### src/hw/rtl/sobel_pkg.sv
// Package for the Sobel edge magnitude block: constants and types.
// Used by every module of the block; no dependencies.
`timescale 1ns / 1ps
`default_nettype none
package sobel_pkg;
    localparam int MAX_WIDTH_DEF = 1024;
    localparam logic [10:0] WIDTH_RESET = 11'd1024;
    localparam logic [15:0] HEIGHT_RESET = 16'd768;
    localparam int QUEUE_DEPTH = 4;

    localparam logic [0:0] REG_WIDTH = 1'b0;
    localparam logic [0:0] REG_HEIGHT = 1'b1;

    // one classified item handed from front to back
    typedef struct packed {
        logic [23:0] p00, p01, p02;   // left column, top to bottom
        logic [23:0] p10, p11, p12;   // centre column
        logic [23:0] p20, p21, p22;   // right column
        logic        last;
    } t_job;
endpackage
`default_nettype wire

### src/hw/rtl/sobel_back.sv
// Back part: gradients, squares and per-channel rounded square root, one
// root bit per cycle. Depends on sobel_pkg.
`timescale 1ns / 1ps
`default_nettype none
module sobel_back (
    input  wire logic             i_clk,
    input  wire logic             i_rst_n,
    input  wire sobel_pkg::t_job  i_job,
    input  wire logic             i_job_empty,
    output logic                  o_job_take,
    input  wire logic             i_pop,
    output logic                  o_empty,
    output logic [7:0]            o_blue,
    output logic [7:0]            o_green,
    output logic [7:0]            o_red,
    output logic                  o_last
);
    localparam logic [1:0] ST_IDLE = 2'd0;
    localparam logic [1:0] ST_SQ   = 2'd1;
    localparam logic [1:0] ST_ROOT = 2'd2;
    localparam logic [1:0] ST_OUT  = 2'd3;

    logic [1:0]  r_st;
    logic [11:0] r_gx [3];
    logic [11:0] r_gy [3];
    logic [20:0] r_s [3];
    logic [7:0]  r_n [3];
    logic [7:0]  r_bit;
    logic        r_last;

    function automatic logic [11:0] grad(input logic [7:0] p0, p1, p2, m0, m1, m2);
        return 12'({4'd0, p0} + {3'd0, p1, 1'b0} + {4'd0, p2})
             - 12'({4'd0, m0} + {3'd0, m1, 1'b0} + {4'd0, m2});
    endfunction

    // square of a signed gradient, sign-extended before the multiply
    function automatic logic [20:0] square(input logic [11:0] g);
        logic signed [20:0] gs;
        gs = 21'($signed(g));
        return gs * gs;
    endfunction

    assign o_job_take = (r_st == ST_IDLE) && !i_job_empty;
    assign o_empty = (r_st != ST_OUT);

    always_ff @(posedge i_clk) begin
        if (!i_rst_n) begin
            r_st <= ST_IDLE;
        end else begin
            case (r_st)
                ST_IDLE: begin
                    if (!i_job_empty) begin
                        for (int c = 0; c < 3; c++) begin
                            r_gx[c] <= grad(i_job.p20[8*c+:8], i_job.p21[8*c+:8],
                                i_job.p22[8*c+:8], i_job.p00[8*c+:8],
                                i_job.p01[8*c+:8], i_job.p02[8*c+:8]);
                            r_gy[c] <= grad(i_job.p02[8*c+:8], i_job.p12[8*c+:8],
                                i_job.p22[8*c+:8], i_job.p00[8*c+:8],
                                i_job.p10[8*c+:8], i_job.p20[8*c+:8]);
                        end
                        r_last <= i_job.last;
                        r_st <= ST_SQ;
                    end
                end
                ST_SQ: begin
                    for (int c = 0; c < 3; c++) begin
                        r_s[c] <= square(r_gx[c]) + square(r_gy[c]);
                        r_n[c] <= '0;
                    end
                    r_bit <= 8'h80;
                    r_st <= ST_ROOT;
                end
                ST_ROOT: begin
                    if (r_bit == 8'd0) begin
                        // round up when s exceeds n*n+n; clamp large sums
                        for (int c = 0; c < 3; c++) begin
                            if (r_s[c] >= 21'd65281) r_n[c] <= 8'd255;
                            else if (r_s[c] > 21'({8'd0, r_n[c]} * {8'd0, r_n[c]}
                                               + {8'd0, r_n[c]}))
                                r_n[c] <= r_n[c] + 8'd1;
                        end
                        r_st <= ST_OUT;
                    end else begin
                        for (int c = 0; c < 3; c++)
                            if (21'({8'd0, r_n[c] | r_bit} * {8'd0, r_n[c] | r_bit})
                                <= r_s[c])
                                r_n[c] <= r_n[c] | r_bit;
                        r_bit <= r_bit >> 1;
                    end
                end
                ST_OUT: begin
                    if (i_pop) r_st <= ST_IDLE;
                end
                default: r_st <= ST_IDLE;
            endcase
        end
    end

    assign o_blue = r_n[0];
    assign o_green = r_n[1];
    assign o_red = r_n[2];
    assign o_last = r_last;
endmodule
`default_nettype wire

### config.mk
export PLATFORM = sky130hd
export DESIGN_NAME = sobel_back
export DESIGN_NICKNAME = d
export VERILOG_FILES = /design/src/hw/rtl/sobel_pkg.sv /design/src/hw/rtl/sobel_back.sv
export SDC_FILE = /design/constraint.sdc
export NUM_CORES = 2
export LEC_CHECK = 0
export BUFFER_PORTS_ARGS = -buffer_cell sky130_fd_sc_hd__buf_2
export CORE_MARGIN = 2
export CORE_UTILIZATION = 48
export CTS_CLUSTER_DIAMETER = 30
export DETAILED_ROUTE_END_ITERATION = 10
export SYNTH_ARGS = -nofsm -noshare
export SYNTH_HDL_FRONTEND = slang
export SYNTH_SLANG_ARGS = --single-unit
### constraint.sdc
create_clock -name i_clk -period 17.1 [get_ports i_clk]
set_clock_uncertainty 0.2 [all_clocks]
set_input_delay 3.42 -clock i_clk [delete_from_list [all_inputs] [get_ports i_clk]]
set_output_delay 3.42 -clock i_clk [all_outputs]
set_load 0.01 [all_outputs]
Word level (Yosys, flattened, before mapping)
Memory sizes are Yosys's and may differ from the RTL's.
Cells that the tools add are included.
Word-level totals
  bits in registers: 11
  RAM bits: 159
  input bits: 221
  output and inout port bits: 27
  logic and storage cells: 166
  memories: 4
Memory list
  r_s: depth 3, bits a word 21, read ports 3, clocked after Yosys merged registers in 0, write ports 3, RTL line sobel_back.sv:26  | logic [20:0] r_s [3];
  r_gx: depth 3, bits a word 12, read ports 3, clocked after Yosys merged registers in 0, write ports 3, RTL line sobel_back.sv:24  | logic [11:0] r_gx [3];
  r_gy: depth 3, bits a word 12, read ports 3, clocked after Yosys merged registers in 0, write ports 3, RTL line sobel_back.sv:25  | logic [11:0] r_gy [3];
  r_n: depth 3, bits a word 8, read ports 3, clocked after Yosys merged registers in 0, write ports 3, RTL line sobel_back.sv:27  | logic [7:0] r_n [3];
Cells by class
  add/sub/neg operators: 39
  $mul: 12
  order comparisons: 9
  eq/ne operators: 8
  muxes and demuxes: 70
  bitwise logic cells: 13
  reduce and logical (&&, ||, !) cells: 8
Operators by type and width (count)
  adder 10 x 8 -> 11 bit: 12
  multiplier 12 x 12 -> 21 bit: 6
  adder 8 x 9 -> 10 bit: 12
  multiplier 8 x 8 -> 16 bit: 6
  2-to-1 mux 8 bit: 10
  subtractor 11 x 11 -> 12 bit: 6
  adder 21 bit: 3
  >= comparator 21 x 16 -> 1 bit, second input constant: 3
  > comparator 21 x 17 -> 1 bit: 3
  <= comparator 16 x 21 -> 1 bit: 3
  2-to-1 mux 1 bit: 55
  adder 16 x 8 -> 17 bit: 3
  adder 8 x 1 -> 8 bit, second input constant: 3
  OR 8 bit: 3
  one-hot mux 8 bit (2 select lines): 1
  != test 2 bit, second input constant: 5
  OR 1 bit: 9
  AND reduction 3 bit: 3
  logical NOT 8 bit: 1
  one-hot mux 2 bit (4 select lines): 1
  2-to-1 mux 2 bit: 3
  equality test 2 bit, second input constant: 2
  equality test 2 x 1 -> 1 bit, second input constant: 1
  logical NOT 2 bit: 1
  4 further kinds: 4

Depth between registers and ports, before layout
  depth after elaboration: 11
  gate-level depth with buffers: 30
  depth with buffers taken out: 28

Least setup slack after synthesis
OpenSTA, ideal clock, no wires.
  path kind: input to output
  start point: in i_job_empty
  end point: out o_job_take
  data arrival time: 3637 ps
  data required time: 13480 ps
  slack: 9843 ps
  cell stages on the path: 1
  buffers on the path: 0
  path through: nor2b_1
Between the ends
  cells in the longest elaborated chain, start to end: 2
Ends and longest elaborated chain
  start: declaration: RTL line sobel_back.sv:9  | input wire logic i_job_empty,
  logical NOT 1 bit
  logical AND 1 bit: RTL line sobel_back.sv:43  | assign o_job_take = (r_st == ST_IDLE) && !i_job_empty;
  end: declaration: RTL line sobel_back.sv:10  | output logic o_job_take,
No other way between the ends.

==> flow_summary.yaml <==
sta:
  finalCriticalPeriod_ns: 8.13
  setup_tns_ns: 0
  rsz0062_at_grt: "false"
  fin_ws_ns: 8.97
  hold_violations: 0
  worst_slew_pin_slew_ns: 0.985
  fmax_mhz: 123
  slew_headroom_pct: 33.7
  finalSetupViolations: 0
  drv_slew: 0
  period_share_pct: 47.5
die:
  die_w_um: 329
  dieArea_um2: 108000
  core_um2: 105000
  io_pins: 248
  initial_core_util_pct: 48.3
  rows: 119
  die_y_um: 329
placement:
  dp_cells: 6665
  gp_congestion: 0.845
  portBuffers: 223
  dp_hpwl_um: 91200
  place_ws_ns: 8.99
detailed_routing:
  wl_um: 105000
  vias: 33300
  vias_per_cell: 4.96
  drt_iter0_markers: 1535
  drc: 0
  ant_nets: 0
  wl_per_cell_um: 15.6
  drt_pre_antenna_iters: 7
logic_synthesis:
  async_flop_share_pct: 0
  yosysWarnings: 0
  synth_top_area_share_pct: 42.9
  synth_flop_cell: "edfxtp_1"
  synthesis.area_um2: 50700
  avgSynthCellArea_um2: 9.84
  yosys.area.top_type: "fa_1"
  ys_seq_area_share_pct: 10.0
  syn_inst: 5155
  ys_ff_latch: 170
  synth.distinct_cells: 68
  synth_edf_count: 168
  synth.area.top_cells: "fa_1 (43%), ha_1 (15%), inv_1 (10%)"
clock_network:
  clkTransAtPathRegs_ns: 0.08
  cts_tree: "built"
  cts_buffer_depth: 2
  cts_resized: 0
  numCtsBuffers: 17
  cts_setup_buffers: 0
  htree_levels: 4
  ctsHoldBuffers: 0
  clk_latency_ns: 0.53
  cts_root_buf: "clkbuf_16"
  clkSinkCount: 170
global_routing:
  use_met3_pct: 2.04
  gr-usage-all-layers_pct: 21.0
  grt_pass1_wl_um: 182000
  first_global_vias: 36800
  grt_util_met2_pct: 35.9
  antenna_found_initial: 4
  grt_use_met1_pct: 29.3
  grt_overflow: 0
  grt_max_degree: 65
  grt.busiest_layer: "met2"
worst_setup_path:
  crit_fanout: 31
  worst-setup-path-type: "reg2reg"
  cp_common_cell: "inv_1"
  cp_slowest_cell: "edfxtp_1"
  cp.arrival_ns: 8.17
  startpoint_type: "flip-flop"
  max_stage_delay_ns: 0.70
  endpoint_kind: "flip-flop"
  ff2ff_setup_slack_ns: 8.97
  reg2reg_depth: 28
  cp_data_required_time_ns: 17.15
layout:
  nNetsFinal: 7208
  n_fill_cell: 9816
  layout-drive-gt1-share_pct: 5.71
  fin_util_pct: 51.3
  area_delta_synth_final_pct: 6.17
  stdcell_count: 6699
worst_hold_path:
  hold_depth: 2
  hold_class: "reg2reg"
status:
  status: "finished, final reports clean"
flow_run:
  drv_cap: 0
[sequential cells by signal (all words and copies together) (netlist names)]
signal  cells
r_st        2
r_n        24
r_bit       8
r_gy       36
o_last      1
r_s        63
r_gx       36
[worst paths after layout]
| path | from | endpoint |
|---|---|---|
| setup / recovery | r_n[0][0] | r_n[0][18] |
| hold / removal | r_st[0] | r_st[0] |
| hold reg to reg | r_st[0] | r_st[0] |
| setup reg to reg | r_n[0][0] | r_n[0][18] |
[cell type report]
cell class / instances / area (um^2) / share of cell area (%)
timing repair buffer: 233 / 1190 / 2.21
multi-input combinational: 3495 / 40000 / 74.3
clock inverter: 14 / 203 / 0.377
antenna: 2 / 5.00 / 0.00930
tap: 1391 / 1740 / 3.23
inverter: 1376 / 5160 / 9.59
sequential: 170 / 5080 / 9.45
clock buffer: 18 / 429 / 0.797
[worst max-delay path, delay by kind of cell, from the launching register on]
kind / cells / cell delay [ns]
AOI/OAI and AO/OA: 12 / 2.16
and+or+nand+nor: 4 / 1.90
xor gates and xnor gates: 1 / 0.17
DFF: 1 / 0.70
buffers and inverters: 5 / 0.45
adders and majority gates: 6 / 2.25
[synth_stat cells, types with 24 or more instances]
cell,count
a211oi_1,26
a21o_1,45
a21oi_1,123
and2_1,298
clkbuf_1,110
edfxtp_1,168
fa_1,1086
ha_1,608
inv_1,1376
nand2_1,264
nand2b_1,43
nand3_1,55
nand4_1,25
nor2_1,244
nor2b_1,50
nor3_1,24
o21ai_0,114
xnor2_1,206
xor2_1,52
[layer usage]
metal,routed length (um),vias to the layer above,share of wire (%)
met5,0,-,0
met4,1250,0,1.2
met3,3120,62,3.0
met2,51800,441,49
met1,48600,16800,46
li1,-,15900,-
[metrics by stage]
step           hold WS (ns)  cell area (um^2)
2_1_floorplan         0.300             50700
3_3_place_gp          0.317             53200
3_5_place_dp          0.328             53200
4_1_cts               0.340             53800
5_1_grt               0.364             53800
6_report              0.336             53800
[placed cells by master, fill, tap and decap left out, types with 6 or more instances in the layout]
master,Yosys,routed
xor2_1,52,52
o41ai_1,6,6
and2_1,298,296
or2_2,18,18
nand3_1,55,55
xnor2_1,206,206
buf_2,4,223
nand2b_1,43,43
mux2_2,8,8
a21boi_0,12,12
and3_1,14,14
a21oi_1,123,123
o21ai_1,12,12
o21ai_0,114,114
nor2_1,244,244
o21bai_1,14,14
o21a_1,20,20
nor3_1,24,24
a21o_1,45,45
or3_1,10,10
o211ai_1,17,17
nor2b_1,50,50
buf_4,1,10
clkbuf_16,0,17
edfxtp_1,168,168
nand2_1,264,264
conb_1,2,6
a211oi_1,26,26
nand4_1,25,25
inv_1,1376,1376
fa_1,1086,1086
nor4_1,14,14
ha_1,608,608
a31oi_1,10,10
nand4b_1,8,8
[kinds of logic (layout without fill, tap and decap cells)]
logic type	count (synthesis)	in the layout	synth area share (%)
adders and majority gates	1694	1694	57.9
buffers and inverters	1494	1641	11.1
and+or+nand+nor	1078	1078	10.7
AOI/OAI and AO/OA	447	447	5.55
xor gates and xnor gates	258	258	4.46
DFF	170	170	10.0
muxes	12	12	0.257
other	2	8	0.0148
Power is not shown: default switching activity piles up to over one toggle a cycle in this logic, so the estimate is an artifact.
