--- src/hw/rtl/sobel_pkg.sv ---
// Package for the Sobel edge magnitude block: constants and types.
// Used by every module of the block; no dependencies.
`timescale 1ns / 1ps
`default_nettype none
package sobel_pkg;
    localparam int MAX_WIDTH_DEF = 1024;
    localparam logic [10:0] WIDTH_RESET = 11'd1024;
    localparam logic [15:0] HEIGHT_RESET = 16'd768;
    localparam int QUEUE_DEPTH = 4;

    localparam logic [0:0] REG_WIDTH = 1'b0;
    localparam logic [0:0] REG_HEIGHT = 1'b1;

    // one classified item handed from front to back
    typedef struct packed {
        logic [23:0] p00, p01, p02;   // left column, top to bottom
        logic [23:0] p10, p11, p12;   // centre column
        logic [23:0] p20, p21, p22;   // right column
        logic        last;
    } t_job;
endpackage
`default_nettype wire

--- src/hw/rtl/sobel_queue.sv ---
// Short job queue between the front and back parts.
// Depends on sobel_pkg.
`timescale 1ns / 1ps
`default_nettype none
module sobel_queue (
    input  wire logic             i_clk,
    input  wire logic             i_rst_n,
    input  wire logic             i_wr,
    input  wire sobel_pkg::t_job  i_data,
    input  wire logic             i_rd,
    output sobel_pkg::t_job       o_data,
    output logic                  o_empty,
    output logic [2:0]            o_count
);
    sobel_pkg::t_job r_mem [sobel_pkg::QUEUE_DEPTH];
    logic [1:0] r_wp, r_rp;
    logic [2:0] r_cnt;

    assign o_data = r_mem[r_rp];
    assign o_empty = (r_cnt == 3'd0);
    assign o_count = r_cnt;

    always_ff @(posedge i_clk) begin
        if (i_wr) r_mem[r_wp] <= i_data;
    end

    always_ff @(posedge i_clk) begin
        if (!i_rst_n) begin
            r_wp <= '0;
            r_rp <= '0;
            r_cnt <= '0;
        end else begin
            if (i_wr) r_wp <= r_wp + 2'd1;
            if (i_rd) r_rp <= r_rp + 2'd1;
            r_cnt <= r_cnt + {2'd0, i_wr} - {2'd0, i_rd};
        end
    end
endmodule
`default_nettype wire

--- config.mk ---
export PLATFORM = sky130hd
export DESIGN_NAME = sobel_queue
export DESIGN_NICKNAME = d
export VERILOG_FILES = /design/src/hw/rtl/sobel_pkg.sv /design/src/hw/rtl/sobel_queue.sv
export SDC_FILE = /design/constraint.sdc
export NUM_CORES = 1
export LEC_CHECK = 0
export BUFFER_PORTS_ARGS = -buffer_cell sky130_fd_sc_hd__buf_4
export CAP_MARGIN = 25
export CORE_ASPECT_RATIO = 0.7
export CORE_MARGIN = 2
export CORE_UTILIZATION = 60
export DETAILED_ROUTE_END_ITERATION = 8
export PLACE_DENSITY = 0.84
export REMOVE_ABC_BUFFERS = 1
export SLEW_MARGIN = 25
export SYNTH_ARGS = -nofsm -noshare
export SYNTH_HDL_FRONTEND = slang
export SYNTH_SLANG_ARGS = --single-unit
--- constraint.sdc ---
create_clock -name i_clk -period 14.1 [get_ports i_clk]
set_input_delay 2.82 -clock i_clk [delete_from_list [all_inputs] [get_ports i_clk]]
set_output_delay 2.82 -clock i_clk [all_outputs]
set_load 0.01 [all_outputs]
Word-level counts from Yosys, hierarchy flattened

Memory sizes are Yosys's and may differ from the RTL's. A register that Yosys moved wholly into a read port is not among the register bits.
Cells that the tools add are included.

Logic and storage cells: 13
Input port bits: 221
Register bits after elaboration: 7
Memories: 1
Output and inout bits: 221
RAM bits: 868

Reductions and logical operators: 1
Add/subtract/negate cells: 4
Mux-type cells: 4

Memory list:

| memory | words | width | read ports | clocked after Yosys merged registers in | wr ports | RTL line          | RTL |
|---|---|---|---|---|---|---|---|
| r_mem  | 4     | 217   | 1          | 1                                       | 1        | sobel_queue.sv:15 | `sobel_pkg::t_job r_mem [sobel_pkg::QUEUE_DEPTH];` |

Operator list:

| cell                                                          | count |
|---|---|
| 2-bit by 1-bit adder with 2-bit output, second input constant | 2 |
| 2-bit 2-to-1 mux                                              | 2 |
| 3-bit by 1-bit adder with 3-bit output                        | 1 |
| 3-bit logical NOT                                             | 1 |
| 3-bit by 1-bit subtractor with 3-bit output                   | 1 |
| 1-bit 2-to-1 mux                                              | 2 |

Depth between registers and ports, before layout

Gate-level depths: netlist of run 1.

Word-level depth: 3
Mapped depth: 7
Gate-level depth less buffers: 7

Worst setup path before layout of run 1

No wires, ideal clock.

Path type: input to register
Start: input i_wr
End: memory r_mem[0][0] in the netlist's numbering (enable)
Stages: 1
Setup slack: 5.760 ns
Required time: 13.496 ns
Library setup time: 0.604 ns
Data arrival time: 7.737 ns
Path buffers: 0
Path through: and2_1

Word-level cells in the longest chain between the ends: 2

RTL lines:

| what                                   | RTL line          | RTL |
|---|---|---|
| from (decl)                            | sobel_queue.sv:8  | `input wire logic i_wr,` |
| 1-bit 2-to-1 mux                       | sobel_queue.sv:24 | `if (i_wr) r_mem[r_wp] <= i_data;` |
| 1-bit 2-to-1 mux (implied by the code) | sobel_queue.sv:24 |  |
| to (decl)                              | sobel_queue.sv:15 |  |

Every way passes these cells.

==> results of run 1 <==
-- placed cells by master, fill, tap and decap left out, types with 2 or more instances in the layout --
cell                         count
sky130_fd_sc_hd__buf_4         456
sky130_fd_sc_hd__clkinvlp_4      6
sky130_fd_sc_hd__clkinv_2       12
sky130_fd_sc_hd__inv_1           7
sky130_fd_sc_hd__and2_4          4
sky130_fd_sc_hd__clkbuf_16      77
sky130_fd_sc_hd__clkinv_1       13
sky130_fd_sc_hd__clkbuf_1       15
sky130_fd_sc_hd__inv_6           2
sky130_fd_sc_hd__dfxtp_1         7
sky130_fd_sc_hd__nor2_1          5
sky130_fd_sc_hd__bufinv_16       8
sky130_fd_sc_hd__dfxtp_4         2
sky130_fd_sc_hd__buf_6           2
sky130_fd_sc_hd__and2_1          2
sky130_fd_sc_hd__ha_1            6
sky130_fd_sc_hd__edfxtp_1      868
sky130_fd_sc_hd__inv_16          2
sky130_fd_sc_hd__mux4_2        217
sky130_fd_sc_hd__xnor2_1         2
-- layout make-up --
cell class                 instances  area (um2)
timing repair buffer             459        3470
fill                            2667       14000
clock buffer                      92        1980
sequential                       877       26300
multi-input combinational        243        5130
clock inverter                    46         507
tap                              684         856
inverter                           7        26.3
-- final timing paths --
path | cells after the start | start | endpoint | slack, ps
max reg2reg | 5 | r_wp[0]$_SDFFE_PN0P_ | r_mem[2][193]$_DFFE_PP_ | 10750
min | 2 | r_rp[0]$_SDFFE_PN0P_ | flip-flop | 540
max | 4 | flip-flop | o_data[39] | 7620
min reg2reg | 2 | r_rp[0]$_SDFFE_PN0P_ | flip-flop | 540
-- layer usage --
layer  wire (um)  vias up  GRT usage [%]
met5          47        -              0
met4        1430        8           6.79
met3        6550      104           8.11
met2       35400      699           42.1
met1       25100     7755           33.2
li1            -     6078              -
-- kinds of logic after synthesis --
| kind of cell | Yosys count | synth area share [%] |
|---|---|---|
| flops | 877 | 82.7 |
| fa+ha+maj | 7 | 0.300 |
| mux | 218 | 15.4 |
| xor+xnor | 3 | 0.130 |
| simple gates | 13 | 0.217 |
| buf+inv | 55 | 1.12 |
| compound gates | 2 | 0.0473 |
-- state kept, by name (all words and copies together) (netlist names), named ones only --
name and count:
r_rp 2, r_wp 2, r_mem 868, o_count 3
-- cells in the mapped netlist --
library cell / count
sky130_fd_sc_hd__edfxtp_1: 868
sky130_fd_sc_hd__xor3_1: 1
sky130_fd_sc_hd__a21oi_1: 1
sky130_fd_sc_hd__a21bo_2: 1
sky130_fd_sc_hd__clkbuf_1: 1
sky130_fd_sc_hd__nor2_1: 5
sky130_fd_sc_hd__mux4_2: 217
sky130_fd_sc_hd__and2_1: 6
sky130_fd_sc_hd__ha_1: 6
sky130_fd_sc_hd__buf_2: 24
sky130_fd_sc_hd__nor3_1: 1
sky130_fd_sc_hd__dfxtp_1: 9
sky130_fd_sc_hd__buf_1: 7
sky130_fd_sc_hd__xnor2_1: 2
sky130_fd_sc_hd__mux2i_1: 1
sky130_fd_sc_hd__fa_1: 1
sky130_fd_sc_hd__inv_1: 7
sky130_fd_sc_hd__nand3b_1: 1
sky130_fd_sc_hd__buf_6: 16
-- power by group through the flow --
stage          Clock, mW  Combinational, mW  Sequential [mW]
4_1_cts             2.12              0.612             3.04
3_5_place_dp           0              0.602             3.10
6_report            2.09              0.605             3.04
5_1_grt             2.22              0.639             3.05
2_1_floorplan          0              0.317             3.14
3_3_place_gp           0              0.587             3.08
-- through the flow --
stage | instance area [um2] | hold slack [ps] | power (mW)
6_report | 38200 | 544 | 5.74
4_1_cts | 38200 | 553 | 5.78
3_3_place_gp | 35700 | 517 | 3.67
2_1_floorplan | 31400 | 499 | 3.45
3_5_place_dp | 35700 | 524 | 3.70
5_1_grt | 38200 | 587 | 5.90
-- worst register-to-register path: cells and delay by family, from the launching register on --
family / cells / cell delay (ps)
adder cells (fa/ha/maj): 1 / 180
AND/OR/NAND/NOR: 1 / 650
buffers and inverters: 3 / 1670
flip-flops: 1 / 360
==> results summary, run 1 <==
The fraction of power consumed by the clock network is 36.4%. The post-place setup slack is 8380 ps. CTS placed an instance of sky130_fd_sc_hd__clkbuf_16 at the clock tree root. The number of H-tree levels is 3. The transition time at the pin with the least slew margin came out at 1060 ps.

The number of global-route vias before repair is 15282. The congestion estimate from routability-driven global placement came to 0.785. The number of top-level pins is 442. The fraction of the core area covered by cells at the end of the flow came out at 73.2%. The number of antenna violations at the first check in global routing came out at 4.

The global routing usage summed across all routing layers came out at 25.4%. Dividing the synthesized area by the synthesized cell count gives 27.0 um2. The number of maximum-capacitance violations is 0. The count of unique library cells instantiated by Yosys is 19. sky130_fd_sc_hd__edfxtp_1 takes more of the synthesized area than any other cell.

The worst setup path is launched from a flip-flop. The final number of hold-violating endpoints came out at 0. The total overflow left after global routing is 0. The per-cell routed wire length came out at 28.5 um. The number of DRC markers after the initial detailed-route iteration came out at 1455. The worst setup path is of the reg2out kind.

The number of buffers inserted for hold repair after clock tree synthesis came out at 0. Walking the worst path, the cells encountered are buf_4 -> buf_4 -> mux4_2 -> buf_4. The normalized max-slew margin is 29.1%.

The total number of nets in the final design came out at 1892. STA puts the critical path data arrival time at 3660 ps. Sequential cells account for 53.0% of the total power. The pin count of the biggest net entering global routing came out at 106. The area growth from synthesis to layout is 20.5%. The final worst setup slack came out at 7620 ps. The share of final-layout standard cells stronger than drive strength 1 came out at 46.0%.

Summed over all layers, the routed wires come to 68.5 mm. The deepest clock path buffer count came out at 3. Internal power comes to 4.47 mW. Setup violations remaining at the end of the flow were counted as 0. Of the post-synthesis cell area, the dominant cell type holds 82.2%. The largest fanout on the critical path is 70. After detailed routing, the number of remaining DRC violations is 0.

The maximum operating frequency is 154 MHz. The post-detailed-placement half-perimeter wirelength came out at 40.0 mm. The effective utilization at floorplan is 60.8%. The worst setup path is captured at an output pin. For the finished layout, the period the worst path requires is 6480 ps. Buffers inserted during clock tree synthesis total 76. TritonCTS built the clock tree. The count of port buffers added during placement came out at 441. The vias after detailed routing came out at 14644. The count of placed standard cells in the final layout, fillers left out is 2408. In this run the cell area of the synthesized design comes to 0.0317 mm2.

The proportion of total power due to net switching came out at 22.2%. Setup repair after global routing left no endpoint under its margin. The min-delay analysis places its worst path in the category reg2reg.

In this run the power spent charging and discharging nets is 1.27 mW. The setup total negative slack is 0 ps. The worst-case IR drop observed on VDD is 176 uV. The post-synthesis cell count is 1175. The wire length of the first global-routing pass came out at 101 mm. The antenna diode count came out at 0. The slowest stage of the critical path belongs to the cell sky130_fd_sc_hd__buf_4. The cell family contributing the most delay on the critical path is buffers and inverters. Counting stages on the worst path, the most repeated cell is sky130_fd_sc_hd__buf_4. The clock transition time at the flip-flop clock pins of the worst setup and hold paths came out at 70 ps. The number of placement rows is 70.

Sequential cells were found to cover 82.7% of the synthesized design area. The power density of the placed cells came out at 150 mW/mm2. The number of instances in the placed design is 2270. The die span in y came out at 196 um. Using the TritonRoute via totals, the vias-per-cell ratio works out to 6.08. The worst clock skew is 26.6 ps. The post-CTS setup-driven buffer insertion count came out at 0. In this run the static leakage power is 12.8 nW. Once detail routing completed, the nets flagged for antenna violations numbered 0.

The floorplan step defined a die boundary enclosing 0.0547 mm2. During synthesis, Yosys emitted a total of 0 warnings. The x dimension of the die came out at 279 um. The flow ran to the end, and the final reports show no timing, DRC or antenna violations. By area the synthesized netlist is led by sky130_fd_sc_hd__edfxtp_1 82%, sky130_fd_sc_hd__mux4_2 15%, sky130_fd_sc_hd__dfxtp_1 0.57%. For the worst setup path, the data required time is 11280 ps. The core region is 0.0522 mm2.

The max-slew violation total from the final report came to 0. The register bit total from synthesis came out at 877. The total number of clock tree sinks is 877. The number of resized instances in the post-cts repair step came out at 0. The share of power burned in combinational logic came out at 10.5%. Of the available clock period, the critical path in the final layout requires 46.0%. The first detailed-routing pass took 6 iterations. The longest individual stage delay on the worst path came out at 870 ps. The clock latency of the later-clocked register in the worst-skew pair is 620 ps. The number of buffer and inverter instances along the worst setup path is 3.
(Power assumes the default switching activity.)
==> run 2: changes to the inputs <==
--- a/config.mk
+++ b/config.mk
@@ -9,9 +9,9 @@
 export CAP_MARGIN = 25
 export CORE_ASPECT_RATIO = 0.7
 export CORE_MARGIN = 2
-export CORE_UTILIZATION = 60
+export CORE_UTILIZATION = 51
 export DETAILED_ROUTE_END_ITERATION = 8
-export PLACE_DENSITY = 0.84
+export PLACE_DENSITY = 0.76
 export REMOVE_ABC_BUFFERS = 1
 export SLEW_MARGIN = 25
 export SYNTH_ARGS = -nofsm -noshare
==> constraint.sdc (replaced) <==
create_clock -name i_clk -period 5.25 [get_ports i_clk]
set_input_delay 1.05 -clock i_clk [delete_from_list [all_inputs] [get_ports i_clk]]
set_output_delay 1.05 -clock i_clk [all_outputs]
set_load 0.01 [all_outputs]
==> run 2 against run 1 <==
Setup slack got worse by 6100 ps. Sequential share of layout area decreased by 0.95 points. Die area increased by 17%. First-iteration DRC count decreased by 14%. Core utilization decreased by 10 points. Clock power increased to 2.7 times the previous value. Critical path depth unchanged. Register-to-register slack got worse by 7800 ps. Clock-buffer cell count unchanged. Sequential power increased to 2.7 times the previous value. Highest routed layer unchanged. Critical path type unchanged. Total power increased to 2.7 times the previous value. Via count decreased by 2.7%.
==> results summary, run 2 (synthesized netlist as in run 1, its figures left out) <==
CTS placed an instance of sky130_fd_sc_hd__clkbuf_16 at the clock tree root. The register with the most flip-flops in the layout has 868 of them. The vias after detailed routing came out at 14245. For this design the static power due to leakage is 12.9 nW. The global routing usage summed across all routing layers came out at 19.8%. The deepest clock path buffer count is 3.

The global route total overflow is 0. The maximum resistive drop on vdd came out at 337 uV. The final setup violation count came out at 0. The count of port buffers added during placement came out at 441. The post-CTS setup-driven buffer insertion count came out at 0. The required time reported for the critical path endpoint came out at 4200 ps. The number of global-route vias before repair came out at 15008. STA classifies the critical path endpoint as an output pin. The post-route cell area is 0.0388 mm2. The startpoint kind of the worst setup timing path is a flip-flop.

The die outline area came out at 0.0642 mm2. The number of buffers created by CTS is 78. In the layout the commonest cells are 868 x sky130_fd_sc_hd__edfxtp_1, 454 x sky130_fd_sc_hd__buf_4, 217 x sky130_fd_sc_hd__mux4_2, 79 x sky130_fd_sc_hd__clkbuf_16, 20 x sky130_fd_sc_hd__buf_12.

The final number of hold-violating endpoints is 0. The region available for standard cell placement spans 0.0615 mm2. The worst clock skew is 33.2 ps. The area growth from synthesis to layout is 22.2%. The worst hold-check slack is 562 ps.

Measured along the y axis, the die boundary spans 213 um. The count of placed standard cells in the final layout, fillers left out came out at 2557. The clock transition time at the flip-flop clock pins of the worst setup and hold paths came out at 70 ps. The maximum operating frequency is 271 MHz.

The first global-routing pass estimated 93.5 mm of wire. The CTS tree is yes. Counting flops per register, the top entry is r_mem. The later pin in the worst-skew pair is clocked with a latency of 620 ps.

The number of placement rows is 76. The per-cell via count in the routed design is 5.57. The number of antenna violations at the first check in global routing came out at 5. After legalization and detailed placement, the total HPWL measured 37.8 mm. The final weighted congestion of routability-driven global placement came out at 0.738. The residual DRC count came out at 0. The first detailed-routing pass took 5 iterations. The number of instances in the placed design came out at 2418. The effective utilization at floorplan is 51.6%. In this run the count of I/O pins placed on the die edge is 442. The x dimension of the die is 302 um.

The critical path is of the reg2out type. The final clock period utilization by the worst path is 70.3%. The normalized max-slew margin is 37.1%.

The final period demand of the worst path is 3690 ps. In this run, post-CTS hold repair placed 0 buffers. The most common cell after layout, fill and taps aside is sky130_fd_sc_hd__edfxtp_1. The per-cell routed wire length is 24.9 um. The worst setup slack for register-to-register paths is 2910 ps. For the worst setup path, the data arrival time is 2640 ps.

The largest fanout on the critical path is 24. The first routing iteration left 1245 violations. At the pin with the least slew margin, the transition time is 943 ps. The standard cell area after detailed placement came out at 0.0362 mm2. Max-cap violations in this run came to 0. The share of final-layout standard cells stronger than drive strength 1 came out at 46.5%. The flow ran to the end, and the final reports show no timing, DRC or antenna violations. The post-route antenna net violation count is 0. Dividing total power by cell area gives a power density of 396 mW/mm2. The number of resized instances in the post-cts repair step came out at 0. The pin count of the biggest net entering global routing came out at 91.

The max-slew violation total from the final report is 0. The filler cells instantiated in the layout total 3968. The total number of clock tree sinks is 877. Summed over all failing endpoints, the final setup total negative slack is 0 ps.

The total number of nets in the final design is 1910. Setup repair after global routing left no endpoint under its margin. The final routed wirelength across all metal layers is 63.7 mm. The number of H-tree levels came out at 3.

In this run the worst hold path is classified as reg2reg.
run 2: cell count changes in the layout (fill, tap and decap cells not counted), sizes merged:
cell,before,now
clkinvlp,6,5
bufinv,8,6
diode,0,1
clkinv,28,26
inv,11,13
buf,459,475
run 2: routing by layer:
layer,global-route usage (%),up-vias,part of all wire [%]
li1,-,6111,-
met1,26.0,7523,39
met4,5.79,8,2.2
met3,5.72,101,7.9
met5,0,-,0.071
met2,32.6,502,51
run 2: report_power, final:
| group | switching [mW] | internal [mW] | leakage (nW) | total (mW) |
|---|---|---|---|---|
| Combinational | 0.802 | 0.850 | 3.70 | 1.65 |
| Sequential | 0.0985 | 8.05 | 8.05 | 8.15 |
| Clock | 2.44 | 3.11 | 1.20 | 5.55 |
| Total | 3.35 | 12.0 | 12.9 | 15.4 |
run 2: stage by stage:
stage	power, mW	util (%)	worst slack [ps]
2_1_floorplan	9.28	-	-5540
3_3_place_gp	9.90	58.8	2020
3_5_place_dp	9.96	58.8	2000
4_1_cts	15.5	62.9	1280
5_1_grt	15.9	63.0	1420
6_report	15.4	63.0	1560
run 2: area by class of cell:
type,count,area [um2],share of cell area [%]
Inverter,7,26.3,0.0678
Sequential cell,877,26300,67.7
Tap cell,819,1020,2.64
Clock buffer,92,2050,5.28
Timing Repair Buffer,475,3840,9.90
Antenna cell,1,2.50,0.00646
Clock inverter,43,439,1.13
Multi-Input combinational cell,243,5130,13.2
run 2: critical path: stages, from the launching register on:
cell and delay [ps]:
sky130_fd_sc_hd__dfxtp_4 640, sky130_fd_sc_hd__buf_16 280, sky130_fd_sc_hd__buf_12 260, sky130_fd_sc_hd__mux4_2 580
sky130_fd_sc_hd__buf_4 170
run 2: path summary, 6_finish.rpt:
| path | start | end | cells after the start |
|---|---|---|---|
| max | flip-flop | o_data[187] | 4 |
| min | r_rp[1]$_SDFFE_PN0P_ | flip-flop | 2 |
| max reg2reg | r_wp[0]$_SDFFE_PN0P_ | r_mem[0][37]$_DFFE_PP_ | 4 |
| min reg2reg | r_rp[1]$_SDFFE_PN0P_ | flip-flop | 2 |
==> run 3: changes to the inputs <==
--- a/config.mk
+++ b/config.mk
@@ -9,9 +9,9 @@
 export CAP_MARGIN = 25
 export CORE_ASPECT_RATIO = 0.7
 export CORE_MARGIN = 2
-export CORE_UTILIZATION = 51
+export CORE_UTILIZATION = 57
 export DETAILED_ROUTE_END_ITERATION = 8
-export PLACE_DENSITY = 0.76
+export PLACE_DENSITY = 0.8
 export REMOVE_ABC_BUFFERS = 1
 export SLEW_MARGIN = 25
 export SYNTH_ARGS = -nofsm -noshare
==> constraint.sdc (replaced) <==
create_clock -name i_clk -period 3.44 [get_ports i_clk]
set_input_delay 0.688 -clock i_clk [delete_from_list [all_inputs] [get_ports i_clk]]
set_output_delay 0.688 -clock i_clk [all_outputs]
set_load 0.01 [all_outputs]
==> run 3 against run 2 <==
First-iteration DRC count increased by 1.8%. Setup slack lost 1300 ps. Clock-buffer cell count increased by 8. Total power is 52% higher. Global-route usage up 3.9 points. Critical path type unchanged. Sequential share of layout area is 0.15 points lower. Sequential power grew 52%. Sequential cell count is the same. Routed wire length rose by 5.5%. Clock power increased by 48%. Critical endpoint is now o_data[182]. Hold slack lost 280 ps. Clock skew shrank 14 ps.
==> results summary, run 3 (synthesized netlist as in run 1, its figures left out) <==
Relative to the synthesized area, the layout overhead comes to 22.5%. The critical path arrival came out at 2530 ps. The per-cell via count in the routed design is 5.85. The share of power burned in combinational logic is 11.1%. The worst clock skew is 19.2 ps.

The number of H-tree levels came out at 3. The final weighted congestion of routability-driven global placement is 0.781. For the pin with the worst max-slew slack, the measured transition is 871 ps.

The worst setup path is captured at an output pin. Once the clock tree was built, the setup fixing pass inserted 0 buffers. The share of final-layout standard cells stronger than drive strength 1 came out at 46.8%. For the worst-skew pair, the clock arrives at the later sink with an insertion delay of 600 ps. TritonCTS built the clock tree.

The effective utilization at floorplan came out at 57.5%. The vias after detailed routing came out at 14701. The setup total negative slack came out at 0 ps.

Of the total power, registers draw 53.5%. The max-slew violation total from the final report came out at 0. Across the run, the number of max-cap violations was 0.

The multi-input combinational cells in the finished layout cover a total of 0.00513 mm2. The number of gates resized after CTS was 0. The area used by sequential logic in the layout is 0.0263 mm2. The number of DRC markers after the initial detailed-route iteration is 1267. The post-route total power came out at 23.3 mW.

The number of placement rows came out at 72. Subtracting the final worst setup slack from the clock period gives 3220 ps. Data on the critical path is required at its endpoint by 2750 ps. The slowest stage of the critical path is the sky130_fd_sc_hd__dfxtp_4 cell. The internal cell power came out at 18.2 mW. The final number of hold-violating endpoints is 0. The most numerous cell type found on the critical path is sky130_fd_sc_hd__buf_4. Counting tap cells, the placed design contains a total of 2370 instances.

The x dimension of the die came out at 286 um. Leaving out fill and tap cells, the most frequent cell in the layout is sky130_fd_sc_hd__edfxtp_1. The largest fanout on the critical path is 20. The die span in y is 201 um.

For this run, the detailed router's first-pass iteration total came to 5. In the global route stage, overall resource usage came out at 23.7%. The number of flip-flops under the largest register name came out at 868. The pin count of the biggest net entering global routing came out at 85. The clock transition time at the flip-flop clock pins of the worst setup and hold paths came out at 70 ps. The final routed wirelength across all metal layers is 67.2 mm.

The flow ran to the end, and the final reports show no timing, DRC or antenna violations. Clock tree synthesis selected as its root buffer the cell sky130_fd_sc_hd__clkbuf_16. The fill cell instance count of the final layout came out at 3103.

The number of buffers inserted for hold repair after clock tree synthesis came out at 0. The signal on the critical path passes through buf_4 -> mux4_2 -> buf_4. The worst-case IR drop observed on VDD is 442 uV.

The power density of the placed cells is 599 mW/mm2. The fraction of power consumed by the clock network came out at 35.4%. The global route total overflow came out at 0. In the layout the commonest cells are 868 x sky130_fd_sc_hd__edfxtp_1, 476 x sky130_fd_sc_hd__buf_4, 217 x sky130_fd_sc_hd__mux4_2, 80 x sky130_fd_sc_hd__clkbuf_16, 27 x sky130_fd_sc_hd__buf_12.

The proportion of total power due to net switching is 21.8%. Summed over all cells, the static leakage comes to 13.1 nW. Headroom to the max-slew limit came out at 41.9%. The total number of clock tree sinks came out at 877. The count of port buffers added during placement came out at 441. The number of antenna violations at the first check in global routing came out at 4. The post-route antenna net violation count came out at 0. The fraction of the core area covered by cells at the end of the flow is 70.5%. Setup repair after global routing left no endpoint under its margin. The net switching power figure came out at 5.08 mW. The number of top-level pins is 442. The maximum operating frequency is 311 MHz. The critical path in this run is classified as reg2out. The number of buffers created by CTS is 78.

For this run, the number of standard cells in the final layout without fillers is 2514. The post-detailed-placement half-perimeter wirelength came out at 42.0 mm. The first global-routing pass estimated 100 mm of wire.

Of the available clock period, the critical path in the final layout requires 93.6%. The longest individual stage delay on the worst path came out at 670 ps. Ranked by flip-flop count, first place goes to r_mem.

The die covers 0.0576 mm2. The path class of the tightest hold or removal check is in2reg. The startpoint kind of the worst setup timing path is a flip-flop. After detailed routing, the number of remaining DRC violations is 0. The number of global-route vias before repair is 15825. The per-cell routed wire length is 26.7 um. In this run the deepest clock path goes through 3 buffers.

The region available for standard cell placement spans 0.0551 mm2. The final setup violation count is 0. The total number of nets in the final design came out at 1938.
==> run 3: cell type report <==
class | instances | share of cell area, %
diodes | 1 | 0.00644
clock buffers | 100 | 5.35
clock inverters | 43 | 0.815
inverters | 7 | 0.0676
multi-input cells | 243 | 13.2
flip-flops and latches | 877 | 67.6
well taps | 740 | 2.38
repair buffers | 503 | 10.6
==> run 3: worst max-delay path, delay by kind of cell (launching register included) <==
| kind | cells | cell delay, ps |
|---|---|---|
| buffers and inverters | 2 | 640 |
| DFF | 1 | 670 |
| muxes | 1 | 610 |
==> run 3: metal layers <==
| metal | vias up | track usage [%] | share of wire, % |
|---|---|---|---|
| li1 | 6182 | - | - |
| met4 | 8 | 7.11 | 2.7 |
| met5 | - | 0 | 0.080 |
| met3 | 117 | 7.10 | 8.7 |
| met2 | 622 | 39.1 | 51 |
| met1 | 7772 | 31.0 | 38 |
==> run 3: worst paths after layout <==
kind | start | end | slack, ps | cells past startpoint
min reg2reg | r_rp[0]$_SDFFE_PN0P_ | flip-flop | 560 | 2
max reg2reg | r_wp[0]$_SDFFE_PN0P_ | r_mem[3][79]$_DFFE_PP_ | 1410 | 3
max | flip-flop | o_data[182] | 220 | 3
min | i_data[45] | r_mem[3][45]$_DFFE_PP_ | 280 | 1
==> run 3: metrics by stage <==
stage                     hold slack, ps  setup WS, ps  area (um2)
after floorplan                      499         -6980       31400
after global placement               511           847       36400
after detailed placement             544           835       36400
after CTS                            243           140       38800
after global routing                 247          86.0       38800
final                                278           221       38800
==> run 3: power groups by stage <==
stage,Combinational (mW),Clock (mW),Sequential [mW]
6_report,2.59,8.24,12.4
5_1_grt,2.75,8.76,12.5
4_1_cts,2.63,8.40,12.4
3_5_place_dp,2.60,0,12.7
3_3_place_gp,2.54,0,12.6
2_1_floorplan,1.30,0,12.9
